--- config.mk ---
export PLATFORM = sky130hd
export DESIGN_NAME = prc_prep
export DESIGN_NICKNAME = d
export VERILOG_FILES = /design/src/rtl/prc_pkg.sv /design/src/rtl/prc_prep.sv
export SDC_FILE = /design/constraint.sdc
export NUM_CORES = 1
export LEC_CHECK = 0
export BUFFER_PORTS_ARGS = -buffer_cell sky130_fd_sc_hd__buf_2
export CELL_PAD_IN_SITES_DETAIL_PLACEMENT = 2
export CELL_PAD_IN_SITES_GLOBAL_PLACEMENT = 2
export CORE_UTILIZATION = 26
export DETAILED_ROUTE_END_ITERATION = 12
export PLACE_DENSITY_LB_ADDON = 0.1
export SLEW_MARGIN = 20
export SYNTH_ARGS = -nofsm -noshare
export SYNTH_HDL_FRONTEND = slang
export SYNTH_SLANG_ARGS = --single-unit
--- constraint.sdc ---
create_clock -name clk -period 3.1 [get_ports clk]
set_input_delay 0.155 -clock clk [delete_from_list [all_inputs] [get_ports clk]]
set_output_delay 0.155 -clock clk [all_outputs]
set_load 0.01 [all_outputs]
--- src/rtl/prc_pkg.sv ---
// Shared constants and the CORDIC arctangent table for the point rotation core.
`timescale 1ns / 1ps

package prc_pkg;

  localparam int DEF_COORD_BITS    = 16;
  localparam int DEF_CORDIC_STAGES = 16;

  // Angle input format: signed, 1/64 degree per LSB.
  localparam int ANGLE_BITS   = 16;
  localparam int FULL_TURN    = 360 * 64;
  localparam int HALF_TURN    = 180 * 64;
  localparam int QUARTER_TURN = 90 * 64;
  // The CORDIC angle accumulator counts 2^-22 degree, the input angle times 2^16.
  localparam int ANGLE_SHIFT  = 16;

  // CORDIC datapath: Q28 vector, 32-bit angle residual.
  localparam int XY_BITS = 32;
  localparam int Z_BITS  = 32;
  localparam int FRAC    = 28;
  localparam logic signed [XY_BITS-1:0] GAIN_Q28 = 32'sd163008219;

  // round(atan(2^-idx) in degrees * 2^22).
  function automatic logic signed [Z_BITS-1:0] atan_q22(input int idx);
    logic signed [Z_BITS-1:0] val;
    case (idx)
      0:       val = 32'sd188743680;
      1:       val = 32'sd111421900;
      2:       val = 32'sd58872272;
      3:       val = 32'sd29884485;
      4:       val = 32'sd15000234;
      5:       val = 32'sd7507429;
      6:       val = 32'sd3754631;
      7:       val = 32'sd1877430;
      8:       val = 32'sd938729;
      9:       val = 32'sd469366;
      10:      val = 32'sd234683;
      11:      val = 32'sd117342;
      12:      val = 32'sd58671;
      13:      val = 32'sd29335;
      14:      val = 32'sd14668;
      15:      val = 32'sd7334;
      16:      val = 32'sd3667;
      17:      val = 32'sd1833;
      18:      val = 32'sd917;
      19:      val = 32'sd458;
      20:      val = 32'sd229;
      21:      val = 32'sd115;
      22:      val = 32'sd57;
      23:      val = 32'sd29;
      24:      val = 32'sd14;
      25:      val = 32'sd7;
      26:      val = 32'sd4;
      27:      val = 32'sd2;
      28:      val = 32'sd1;
      default: val = 32'sd0;
    endcase
    return val;
  endfunction

endpackage

--- src/rtl/prc_prep.sv ---
// Input stage: angle folding into [-90, 90] degrees and offsets from the center.
`timescale 1ns / 1ps

module prc_prep import prc_pkg::*; #(
  parameter int COORD_BITS = DEF_COORD_BITS
) (
  input  logic                         clk,
  input  logic                         rst,
  input  logic                         en,
  input  logic                         in_vld,
  input  logic signed [COORD_BITS-1:0] point_x,
  input  logic signed [COORD_BITS-1:0] point_y,
  input  logic signed [COORD_BITS-1:0] center_x,
  input  logic signed [COORD_BITS-1:0] center_y,
  input  logic signed [ANGLE_BITS-1:0] angle_deg,
  output logic                         vld,
  output logic signed [XY_BITS-1:0]    x,
  output logic signed [XY_BITS-1:0]    y,
  output logic signed [Z_BITS-1:0]     z,
  output logic signed [COORD_BITS:0]   dx,
  output logic signed [COORD_BITS:0]   dy,
  output logic signed [COORD_BITS-1:0] cx,
  output logic signed [COORD_BITS-1:0] cy,
  output logic                         flip
);

  localparam int DW = COORD_BITS + 1;
  localparam int AW = ANGLE_BITS + 1;

  localparam logic signed [AW-1:0] A_FULL    = AW'(FULL_TURN);
  localparam logic signed [AW-1:0] A_HALF    = AW'(HALF_TURN);
  localparam logic signed [AW-1:0] A_QUARTER = AW'(QUARTER_TURN);

  logic signed [AW-1:0] a_ext;
  logic signed [AW-1:0] a_wrap;
  logic signed [AW-1:0] a_fold;
  logic                 flip_next;

  // A 16-bit angle lies within one and a half turns, so a single correction
  // brings it into [-180, 180) degrees.
  always_comb begin
    a_ext = AW'(angle_deg);
    if (a_ext >= A_HALF) begin
      a_wrap = a_ext - A_FULL;
    end else if (a_ext < -A_HALF) begin
      a_wrap = a_ext + A_FULL;
    end else begin
      a_wrap = a_ext;
    end
    flip_next = 1'b0;
    if (a_wrap > A_QUARTER) begin
      a_fold    = a_wrap - A_HALF;
      flip_next = 1'b1;
    end else if (a_wrap < -A_QUARTER) begin
      a_fold    = a_wrap + A_HALF;
      flip_next = 1'b1;
    end else begin
      a_fold = a_wrap;
    end
  end

  always_ff @(posedge clk) begin
    if (rst) begin
      vld <= 1'b0;
    end else if (en) begin
      vld <= in_vld;
    end
  end

  always_ff @(posedge clk) begin
    if (en) begin
      x    <= GAIN_Q28;
      y    <= '0;
      z    <= Z_BITS'(a_fold) <<< ANGLE_SHIFT;
      dx   <= DW'(point_x) - DW'(center_x);
      dy   <= DW'(point_y) - DW'(center_y);
      cx   <= center_x;
      cy   <= center_y;
      flip <= flip_next;
    end
  end

endmodule

# Word level (Yosys, flattened, before mapping)
# Index checks and enable logic that the tools add are counted.
[op_classes]
add_sub_neg = 6
n_lt_le_gt_ge = 4
n_mux = 5
[op_table]
columns = ["operator", "count"]
rows = [
  ["17-bit two-way mux", 2],
  ["16-bit by 16-bit subtractor with 17-bit output", 2],
  ["16-bit two-way mux", 2],
  ["16-bit by 16-bit adder with 17-bit output (second input constant)", 1],
  ["17-bit by 14-bit > comparator with 1-bit output (second input constant)", 1],
  ["17-bit by 14-bit < comparator with 1-bit output (second input constant)", 1],
  ["16-bit by 16-bit subtractor with 17-bit output (second input constant)", 1],
  ["16-bit by 15-bit adder with 16-bit output (second input constant)", 1],
  ["16-bit by 15-bit >= comparator with 1-bit output (second input constant)", 1],
  ["16-bit by 15-bit < comparator with 1-bit output (second input constant)", 1],
  ["16-bit by 15-bit subtractor with 16-bit output (second input constant)", 1],
  ["1-bit two-way mux", 1],
]
[totals]
reg_bits = 84
inputBits = 84
output_inout_bits = 164
elab_cells = 22

# Depth between registers and ports, before layout
# Gate-level depths: netlist (run 1).
[logic_depth]
word_depth = 6
ltp_mapped = 11
mapped_depth_nobuf = 11

# Worst setup path before layout (run 1)
# OpenSTA, ideal clock, no wires.
[synth_timing]
path_type = "input to register"
from = "input port center_x[1]"
to = "register dx[15] (data pin)"
setup_time_ps = 262
t_arrival_ps = 2151
t_required_ps = 2838
setup_slack_ps = 686
path_stages = 10
path_buffers = 0
path_cell_list = "inv_1 ha_1 nor2b_1 o31a_1 o31ai_1 a31oi_1 and4_1 a2111oi_1 a21oi_1 xor2_1"
[synth_via]
elab_chain_cells = 1
[synth_lines]
columns = ["element", "line_no", "rtl"]
rows = [
  ["start: declaration", "prc_prep.sv:13", "input logic signed [COORD_BITS-1:0] center_x,"],
  ["16-bit by 16-bit subtractor with 17-bit output", "prc_prep.sv:75", "dx <= DW'(point_x) - DW'(center_x);"],
  ["end signal: assignment", "prc_prep.sv:75", ""],
  ["end: declaration", "prc_prep.sv:20", "output logic signed [COORD_BITS:0] dx,"],
]
# No other way between the ends.
# A chain may end at the register's enable or synchronous reset.

# Worst setup path in the final report (run 1)
[layout_timing]
from = "input port center_y[2]"
to = "register dy[15] (data pin)"
[layout_via]
elab_chain_cells = 1
[layout_lines]
columns = ["element", "line_no", "rtl"]
rows = [
  ["start: declaration", "prc_prep.sv:14", "input logic signed [COORD_BITS-1:0] center_y,"],
  ["16-bit by 16-bit subtractor with 17-bit output", "prc_prep.sv:76", "dy <= DW'(point_y) - DW'(center_y);"],
  ["end signal: assignment", "prc_prep.sv:76", ""],
  ["end: declaration", "prc_prep.sv:21", "output logic signed [COORD_BITS:0] dy,"],
]
# No other way between the ends.

==> impl_results.md, run 1 <==
- Status: finished clean
- Area growth from synthesis to layout: 25.4%
- Crit path buf inv count: 3
- Final HPWL DP: 12,000 um
- CTS Buf Count: 9
- #FFs+latches synth: 84
- Critical Path RT: between 3 and 4 ns
- Hold Slack: between 0.015 and 0.02 ns
- Placer congestion estimate: around 0.7
- Synthesized cell area: 0.00558 mm2
- RSZ-0062 raised after global routing: false
- DP Worst Slack: 0.157 ns
- Synth area leaders: edfxtp_1 (45%), buf_4 (11%), ha_1 (8.1%)
- Critical-path top delay cell: dlygate4sd3_1
- Initial Utilization: about a quarter
- Leakage power: 3.14 nW
- Worst rel slew slack: 45.2%
- Multi-input gate area: between 0.002 and 0.003 mm2
- Fill count: 2,385
- Clk_lat worst skew: 0.34 ns
- First-pass GRT wire length: 24,000 um
- Die area: 0.0221 mm2
- Critical Path Source Type: input pin
- Final Cell Area: 0.00700 mm2
- CP Class: input pin to flip-flop
- Synthesis warning total: 0
- Number of global-route vias before repair: 4,507
- Sequential area share after synthesis: 45.0%
- Post-synth ARST share: 0%
- FMAX: ~340 MHz
- Hold Path Class: input pin to flip-flop
- Mux contribution to synthesized area: 0.179%
- Post-synth EDFFs: 83
- Row Count: 53
- N_diodes: 0
- Die W: 149 um
- Worst-path fanout max: 4
- Main flop type after synthesis: edfxtp_1
- Antenna-violating nets left: 0
- Final setup TNS: 0 ns
- # IOs: 248
- Synth Area in Compound Gates: approximately 15%
- Chip Height: 149 um
- Distinct cells, synth: 67
- Drt pass-1 iters: 4
- Yosys top cell by area: edfxtp_1
- Max stage delay on crit path: 0.52 ns
- Storage element area: 0.00251 mm2
- Drt drc: 0
- Peak supply drop: 0.286 mV
- # port buffers: between 150 and 200
- Avg Inst Size Synth: 10.7 um2
- Core Area: 0.0210 mm2
- Setup-failing EPs final: 0
- # Max-Cap Violations: 0
- Vias: roughly 4,300
- Worst Slack Setup Final: 0.190 ns
- H-Tree Depth: 3
- PwrDens: 492 mW/mm2
- Root Buffer: clkbuf_16
- Vias per cell: between 4 and 5
- Worst Path Arrival: roughly 3.0 ns
- Clk buf depth: 2
- # Post-CTS Setup Buffers: 0
- Post-synthesis adder-cell area fraction: 8.79%
- WL/cell: approximately 15 um
- Layout cells sized above 1: 29.0%
- CTS tree: built
- Initial antenna violation count: 0
- Period minus WS final: just under 3 ns
- CTS clk-pin slew, worst paths: 0.06 ns
- Max-slew violations: 0
- Final Hold Vio Count: 0
- Top Family by Delay on Critical Path: compound AO/OA/AOI/OAI gates
- Critical Path End Type: flip-flop
- Worst-Margin Slew: 0.821 ns
- Commonest cells in the netlist: buf_4 (83), edfxtp_1 (83), inv_1 (51)
- Simple-gate share of the synthesized area: 9.75%
- Post-Synth XOR/XNOR Area: between 5 and 6%
- Final wirelength: roughly 15,000 um
- Post-synth top area share: 44.7%
- Largest net degree at the start of global routing: 85
- Sink Count: 84
- Worst Skew: 0 ns
- Post-synthesis cell count: between 500 and 600
- Largest family of logic cells by synthesized area: buffers and inverters
- Nets: 842
- Grt ovf: 0
- Critical Path, Cell by Cell: dlygate4sd3_1, buf_2, inv_1, ha_1, o21a_1, o31a_1, o31ai_1, a31oi_1, and4_1, a2111oi_2, a21oi_1, xor2_1
- Dpl cell area: roughly 0.0064 mm2
- Global Route Usage Sum: 13.9%
- First DRT Iteration DRCs: about 170
- Final period util: 93.9%
==> metrics by stage <==
step / util, % / power (mW) / instances
6_report: 33.3 / 3.44 / 1000
2_1_floorplan: - / 2.16 / 599
3_3_place_gp: 30.5 / 2.43 / 953
4_1_cts: 33.2 / 3.50 / 999
3_5_place_dp: 30.5 / 2.45 / 953
5_1_grt: 33.3 / 3.65 / 1000
==> registers in the layout (all words and copies together), names as in the netlist <==
register / cells
cx: 16
cy: 16
dx: 17
dy: 17
flip: 1
vld: 1
z: 16
==> per-layer routing <==
layer  wire (um)  share of wire (%)  vias up  global-route usage [%]
met5           0                  0        -                       0
met4         220                1.4        0                    4.90
met3         801                5.2       11                    2.33
met2        7610                 50      153                    24.4
met1        6670                 44     2044                    17.1
li1            -                  -     2081                       -
==> where the power goes <==
group	total, mW	switching (mW)	internal [mW]
logic	0.978	0.572	0.405
clock network	0.991	0.452	0.539
registers	1.47	0.0382	1.43
==> cells by family (layout without fill, tap and decap cells) <==
logic type,count (synthesis),after routing
XOR/XNOR,32,32
adder cells (fa/ha/maj),38,38
flip-flops,84,84
multiplexers,1,1
AO/OA/AOI/OAI,108,108
buffers and inverters,144,270
other,2,80
AND/OR/NAND/NOR,112,112
==> cell type report <==
class,count,share of cell area (%)
Tap cell,275,4.91
Timing Repair Buffer,200,16.7
Inverter,54,2.89
Sequential cell,84,35.9
Multi-Input combinational cell,371,35.9
Clock inverter,5,0.411
Clock buffer,11,3.32
==> worst reg2reg max path, cell delays in order, from the launching register on <==
cell and delay (ns):
dfxtp_1 0.31, mux2i_1 0.12, nor2_1 0.05
==> cell usage in the layout, fill, tap and decap left out, types with 3 or more instances in the layout <==
cell	synthesis	final
buf_2	4	166
edfxtp_1	83	83
conb_1	2	80
inv_1	51	51
nor2_1	40	40
ha_1	36	36
dlygate4sd3_1	0	31
a21oi_1	29	29
xnor2_1	26	26
nand2_1	19	19
o21ai_0	13	13
nand3_1	9	9
nor2b_1	9	9
nor3_1	9	9
clkbuf_16	0	9
o21a_1	8	8
or3_1	4	4
a22oi_2	4	4
nand2b_1	3	3
o211ai_1	3	3
o31a_1	3	3
o31ai_1	4	3
and3_1	3	3
nand3b_1	3	3
inv_2	3	3
o22ai_1	3	3
==> worst paths after layout <==
check | slack (ns) | start | endpoint | cells after the start
max | 0.19 | center_y[2] | dy[15]$_DFFE_PP_ | 12
max reg2reg | 2.52 | vld$_SDFFE_PP0P_ | vld$_SDFFE_PP0P_ | 2
min reg2reg | 0.51 | vld$_SDFFE_PP0P_ | vld$_SDFFE_PP0P_ | 2
min | 0.02 | center_y[14] | cy[14]$_DFFE_PP_ | 1
==> timing repair <==
item | 4_1_cts | 5_1_grt
hold buffers | 30 | 1
resized for setup | 0 | 4
setup endpoints to repair | 0 | 4
hold endpoints to repair | 30 | 1
Power figures use the tool's default switching activity.
==> run 2: changes to the inputs <==
==> constraint.sdc (replaced) <==
create_clock -name clk -period 3.1 [get_ports clk]
set_input_delay 0.31 -clock clk [delete_from_list [all_inputs] [get_ports clk]]
set_output_delay 0.31 -clock clk [all_outputs]
set_load 0.01 [all_outputs]
==> run 2 against run 1 <==
Net effect:
- clock skew did not move
- hold slack improved by 0.11 ns
- sequential cell count did not move
- critical path depth did not move
- largest power group unchanged
- power fell by 0.90%
- clock power barely moved
- die area did not move
- fmax rose by 8.4%
- sequential share of layout area rose by 1.6 points
- via count fell by 2.7%
- register-to-register slack barely moved
- critical path type unchanged
- cell count fell by 3.0%
==> impl_results.md, run 2 (synthesis gave the netlist of run 1 again) <==
- CTS clk-pin slew, worst paths: 0.07 ns (was 0.06 ns)
- Cells on worst reg2reg path: 2 (unchanged)
- Initial Utilization: 26.6% (unchanged)
- Critical Path Source Type: input pin (unchanged)
- Layout cells sized above 1: 30.2% (was 29.0%)
- Sink Count: 84 (unchanged)
- Antenna-violating nets left: 0 (unchanged)
- Most frequent cells in the layout: buf_2 (166), edfxtp_1 (83), conb_1 (80) (unchanged)
- Max-slew violations: 0 (unchanged)
- Worst Path Arrival: 2.77 ns (was 3.00 ns)
- Die W: 149 um (unchanged)
- Drt pass-1 iters: 4 (unchanged)
- Clock share of power: 29.3% (was 28.8%)
- Layout Cells excl Fill: 970 (was 1,000)
- Clk_lat worst skew: 0.33 ns (was 0.34 ns)
- Drt drc: 0 (unchanged)
- CP Class: input pin to flip-flop (unchanged)
- Fill count: 2,360 (was 2,385)
- Critical Path RT: 3.18 ns (was 3.19 ns)
- Final Cell Area: 0.00670 mm2 (was 0.00700 mm2)
- Hold Path Class: input pin to flip-flop (unchanged)
- Root Buffer: clkbuf_16 (unchanged)
- Leakage power: 3.02 nW (was 3.14 nW)
- Initial antenna violation count: 0 (unchanged)
- Nets: 812 (was 842)
- First-pass GRT wire length: 23,200 um (was 24,000 um)
- Final Hold Vio Count: 0 (unchanged)
- FMAX: 372 MHz (was 344 MHz)
- Worst Skew: 0 ns (unchanged)
- # Max-Cap Violations: 0 (unchanged)
- Switching Share: 31.0% (was 30.9%)
- # IOs: 248 (unchanged)
- Row Count: 53 (unchanged)
- Clk buf depth: 2 (unchanged)
- Storage element area: 0.00251 mm2 (unchanged)
- Status: finished clean (unchanged)
- Worst Setup EP: dy[15]$_DFFE_PP_ (unchanged)
- Worst setup startpoint: center_y[1] (was center_y[2])
- Final wirelength: 14,600 um (was 15,300 um)
- Biggest regs: dx (17), dy (17) (unchanged)
- Worst reg2reg setup slack: 2.52 ns (about the same)
- Die area: 0.0221 mm2 (unchanged)
- CTS Buf Count: 9 (unchanged)
- Worst rel slew slack: 52.3% (was 45.2%)
- Dpl cell area: 0.00644 mm2 (was 0.00642 mm2)
- Vias per cell: 4.30 (was 4.29)
- Vias: 4,175 (was 4,289)
- Placed Cells: 954 (was 953)
- Chip Height: 149 um (unchanged)
- N_diodes: 0 (unchanged)
- Sequential Power Share: 43.1% (was 42.8%)
- First DRT Iteration DRCs: 147 (was 171)
- RSZ-0062 raised after global routing: false (unchanged)
- Global Route Usage Sum: 13.4% (was 13.9%)
- Worst-Margin Slew: 0.710 ns (was 0.821 ns)
- Core Area: 0.0210 mm2 (unchanged)
- WL/cell: 15.0 um (was 15.3 um)
- Period minus WS final: 2.69 ns (was 2.91 ns)
- Multi-input gate area: 0.00250 mm2 (was 0.00251 mm2)
- Setup-failing EPs final: 0 (unchanged)
- PwrDens: 509 mW/mm2 (was 492 mW/mm2)
- Internal: 2.35 mW (was 2.38 mW)
- Critical Path End Type: flip-flop (unchanged)
- Largest net degree at the start of global routing: 45 (was 85)
- Final period util: 86.6% (was 93.9%)
- Area growth from synthesis to layout: 20.1% (was 25.4%)
- H-Tree Depth: 3 (unchanged)
- Worst r2r dst: vld$_SDFFE_PP0P_ (unchanged)
- Worst-path fanout max: 3 (was 4)
- Pwr Total: 3.41 mW (was 3.44 mW)
- Net Sw Power: 1.06 mW (about the same)
- Hold buffer count at CTS: 0 (was 30)
- Commonest non-fill, non-tap cell in the layout: buf_2 (unchanged)
- # port buffers: 167 (unchanged)
- Number of global-route vias before repair: 4,416 (was 4,507)
- Final setup TNS: 0 ns (unchanged)
- Critical R2R Launch: vld$_SDFFE_PP0P_ (unchanged)
- Grt ovf: 0 (unchanged)
- # Post-CTS Setup Buffers: 0 (unchanged)
- Final HPWL DP: 12,000 um (about the same)
- Comb power frac: 27.6% (was 28.4%)
- Peak supply drop: 0.210 mV (was 0.286 mV)
- Placer congestion estimate: 0.728 (was 0.721)
- CTS tree: built (unchanged)
- CTS resizes: 0 (unchanged)
## run 2: changes by cell type in the layout (fill, tap and decap cells not counted), moves of 2 or more
cell,change
inv_6,+2
clkbuf_1,-2
a21boi_0,+2
a21boi_1,-2
dlygate4sd3_1,-31
## run 2: critical path, stage by stage
cell and delay [ns]:
buf_2 0.11, inv_1 0.05, ha_1 0.25, nor2b_1 0.14, o31a_1 0.29, o31ai_1 0.39
a31oi_1 0.18, and4_1 0.24, a2111oi_1 0.37, buf_4 0.19, a21oi_1 0.09, xor2_1 0.16
## run 2: cell type report
type	instances	share of cell area (%)
flip-flops and latches	84	37.5
well taps	275	5.13
repair buffers	170	13.0
clock inverters	7	0.616
multi-input cells	371	37.4
clock buffers	9	3.36
inverters	54	3.02
## run 2: how the worst min path moves through the flow
stage               start          endpoint  slack, ns  depth (start not counted)
finish                rst  vld$_SDFFE_PP0P_       0.12                          2
CTS                   rst  vld$_SDFFE_PP0P_       0.11                          2
global route          rst  vld$_SDFFE_PP0P_       0.12                          2
detailed placement    rst  vld$_SDFFE_PP0P_       0.48                          2
global placement      rst  vld$_SDFFE_PP0P_       0.47                          2
floorplan             rst  vld$_SDFFE_PP0P_       0.38                          1
## run 2: per-layer routing
layer  GRT usage (%)  vias to the layer above  wire length, um
li1                -                     2017                -
met1            16.7                     2007             6450
met2            23.6                      142             7220
met3            1.90                        9              729
met4            4.79                        0              179
met5               0                        -                0
## run 2: metrics by stage
stage / worst slack [ns] / utilization [%] / hold slack [ns]
finish: 0.415 / 31.9 / 0.125
global route: 0.105 / 31.9 / 0.117
CTS: 0.380 / 31.9 / 0.111
detailed placement: 0.0452 / 30.6 / 0.478
global placement: 0.133 / 30.6 / 0.473
floorplan: 0.531 / - / 0.382
## run 2: power groups by stage
stage / Combinational (mW) / Clock [mW] / Sequential [mW]
floorplan: 0.584 / 0 / 1.58
global placement: 0.936 / 0 / 1.49
detailed placement: 0.958 / 0 / 1.50
CTS: 0.961 / 1.05 / 1.47
global route: 1.05 / 1.09 / 1.48
finish: 0.940 / 1.00 / 1.47
==> run 3: changes to the inputs <==
- clock period: 3.1 -> 3.3 ns (I/O delays scaled with it)
==> run 3 against run 2 <==
Net effect:
- clock skew did not move
- largest cell class unchanged
- utilization fell by 0.10 points
- hold slack improved by 0.019 ns
- first-iteration DRC count fell by 3.4%
- die area did not move
- combinational power fell by 6.0%
- design area fell by 0.32%
==> impl_results.md, run 3 (synthesis gave the netlist of run 1 again) <==
- Status: finished clean (unchanged)
- Worst hold start: rst (unchanged)
- Worst-Margin Slew: 0.843 ns (was 0.710 ns)
- Final Cell Area: 0.00668 mm2 (was 0.00670 mm2)
- Hold Slack: 0.144 ns (was 0.125 ns)
- Final Hold Vio Count: 0 (unchanged)
- Final period util: 85.7%
- Clk_lat worst skew: 0.34 ns (was 0.33 ns)
- Period minus WS final: approximately 2.8 ns
- Final wirelength: 15,000 um (was 14,600 um)
- CTS tree: built (unchanged)
- Cells on worst reg2reg path: 2 (unchanged)
- Peak supply drop: 0.270 mV (was 0.210 mV)
- Critical Path RT: 3.39 ns (was 3.18 ns)
- Final setup TNS: 0 ns (unchanged)
- # Max-Cap Violations: 0 (unchanged)
- Biggest regs: dx (17), dy (17) (unchanged)
- Multi-input gate area: 0.00250 mm2 (unchanged)
- Critical Path Source Type: input pin (unchanged)
- Chip Height: 149 um (unchanged)
- Final HPWL DP: 12,100 um (was 12,000 um)
- RSZ-0062 raised after global routing: false (unchanged)
- Worst Path Arrival: 2.91 ns (was 2.77 ns)
- Row Count: 53 (unchanged)
- Root Buffer: clkbuf_16 (unchanged)
- Area growth from synthesis to layout: 19.7% (was 20.1%)
- Antenna-violating nets left: 0 (unchanged)
- Hold Path Depth: 2 (unchanged)
- Leakage power: 3.01 nW (was 3.02 nW)
- Initial Utilization: 26.6% (unchanged)
- WL/cell: 15.4 um (was 15.0 um)
- Commonest non-fill, non-tap cell in the layout: buf_2 (unchanged)
- FMAX: 354 MHz
- Worst Skew: 0 ns (unchanged)
- # port buffers: 167 (unchanged)
- Drt drc: 0 (unchanged)
- Worst reg2reg setup slack: 2.72 ns (was 2.52 ns)
- First DRT Iteration DRCs: 142 (was 147)
- CTS clk-pin slew, worst paths: 0.06 ns (was 0.07 ns)
- H-Tree Depth: 3 (unchanged)
- Max-slew violations: 0 (unchanged)
- Hold Path Class: input pin to flip-flop (unchanged)
- Setup-failing EPs final: 0 (unchanged)
- Worst rel slew slack: 43.8% (was 52.3%)
- Max stage delay on crit path: 0.56 ns (was 0.39 ns)
- Layout cells sized above 1: 30.0% (was 30.2%)
- Critical Path, Cell by Cell: buf_2, inv_1, ha_1, nor2b_1, o31a_1, o31ai_1, a31oi_1, and4_1, a2111oi_1, a21oi_1, xor2_1 (was buf_2, inv_1, ha_1, nor2b_1, o31a_1, o31ai_1, a31oi_1, and4_1, a2111oi_1, buf_4, a21oi_1, xor2_1)
- Nets: 811 (was 812)
- Largest net degree at the start of global routing: 85 (was 45)
- Die area: 0.0221 mm2 (unchanged)
- CTS resizes: 0 (unchanged)
- Critical Path End Type: flip-flop (unchanged)
- Placer congestion estimate: 0.721 (was 0.728)
- PwrDens: 478 mW/mm2 (was 509 mW/mm2)
- Grt ovf: 0 (unchanged)
- Most frequent cells in the layout: buf_2 (166), edfxtp_1 (83), conb_1 (80) (unchanged)
- Storage element area: 0.00251 mm2 (unchanged)
- CP Class: input pin to flip-flop (unchanged)
- Drt pass-1 iters: 4 (unchanged)
- Critical-path top delay cell: a2111oi_1 (was o31ai_1)
- Global Route Usage Sum: 13.7% (was 13.4%)
- Layout Cells excl Fill: 969 (was 970)
- # Post-CTS Setup Buffers: 0 (unchanged)
- Initial antenna violation count: 0 (unchanged)
- Sink Count: 84 (unchanged)
- Core Area: 0.0210 mm2 (unchanged)
- Clk buf depth: 2 (unchanged)
- Worst-path fanout max: 3 (unchanged)
- Fill count: 2,397 (was 2,360)
- Hold buffer count at CTS: 0 (unchanged)
- Worst r2r dst: vld$_SDFFE_PP0P_ (unchanged)
- Die W: 149 um (unchanged)
- N_diodes: 0 (unchanged)
- CTS Buf Count: 9 (unchanged)
- Number of global-route vias before repair: 4,349 (was 4,416)
- Vias per cell: 4.31 (was 4.30)
- Placed Cells: 953 (was 954)
- Vias: 4,179 (was 4,175)
- Worst Hold Path EP: vld$_SDFFE_PP0P_ (unchanged)
- # IOs: 248 (unchanged)
- Dpl cell area: 0.00642 mm2 (was 0.00644 mm2)
- First-pass GRT wire length: 23,400 um (was 23,200 um)
- Critical R2R Launch: vld$_SDFFE_PP0P_ (unchanged)
==> run 3: stage by stage <==
stage / utilization (%) / worst slack, ns / power, mW
after floorplan: - / 0.711 / 2.03
final: 31.8 / 0.473 / 3.19
after global routing: 31.8 / 0.310 / 3.39
after global placement: 30.5 / 0.235 / 2.28
after CTS: 31.8 / 0.512 / 3.26
after detailed placement: 30.5 / 0.160 / 2.31
==> run 3: final cells by class <==
type	instances	share of cell area, %
clock inverter	5	0.431
inverter	54	3.03
clock buffer	11	3.48
tap	275	5.15
sequential	84	37.6
multi-input combinational	371	37.5
timing repair buffer	169	12.8
==> run 3: critical path, delay by kind of cell <==
kind,cells,cell delay [ns]
adders and majority gates,1,0.26
buffers and inverters,2,0.16
and+or+nand+nor,2,0.38
xor gates and xnor gates,1,0.17
AOI/OAI and AO/OA,5,1.61
==> run 3: per-layer routing <==
layer | global-route usage (%) | wire length (um) | vias to the layer above
met1 | 17.1 | 6610 | 2008
met5 | 0 | 0 | -
met3 | 2.06 | 778 | 11
li1 | - | - | 2022
met2 | 23.6 | 7370 | 138
met4 | 5.41 | 214 | 0
==> run 3: where the power goes <==
part	switching, mW	internal, mW
combinational	0.529	0.355
sequential	0.0344	1.35
clock	0.423	0.506
==> run 3: worst max-delay path by stage <==
stage,from,cells past startpoint,slack [ns],endpoint
CTS,center_y[1],11,0.51,dy[15]$_DFFE_PP_
floorplan,center_x[1],10,0.71,dx[15]$_DFFE_PP_
detailed placement,center_y[1],11,0.16,dy[15]$_DFFE_PP_
global route,center_y[1],11,0.31,dy[15]$_DFFE_PP_
finish,center_y[1],11,0.47,dy[15]$_DFFE_PP_
global placement,center_y[1],11,0.23,dy[15]$_DFFE_PP_
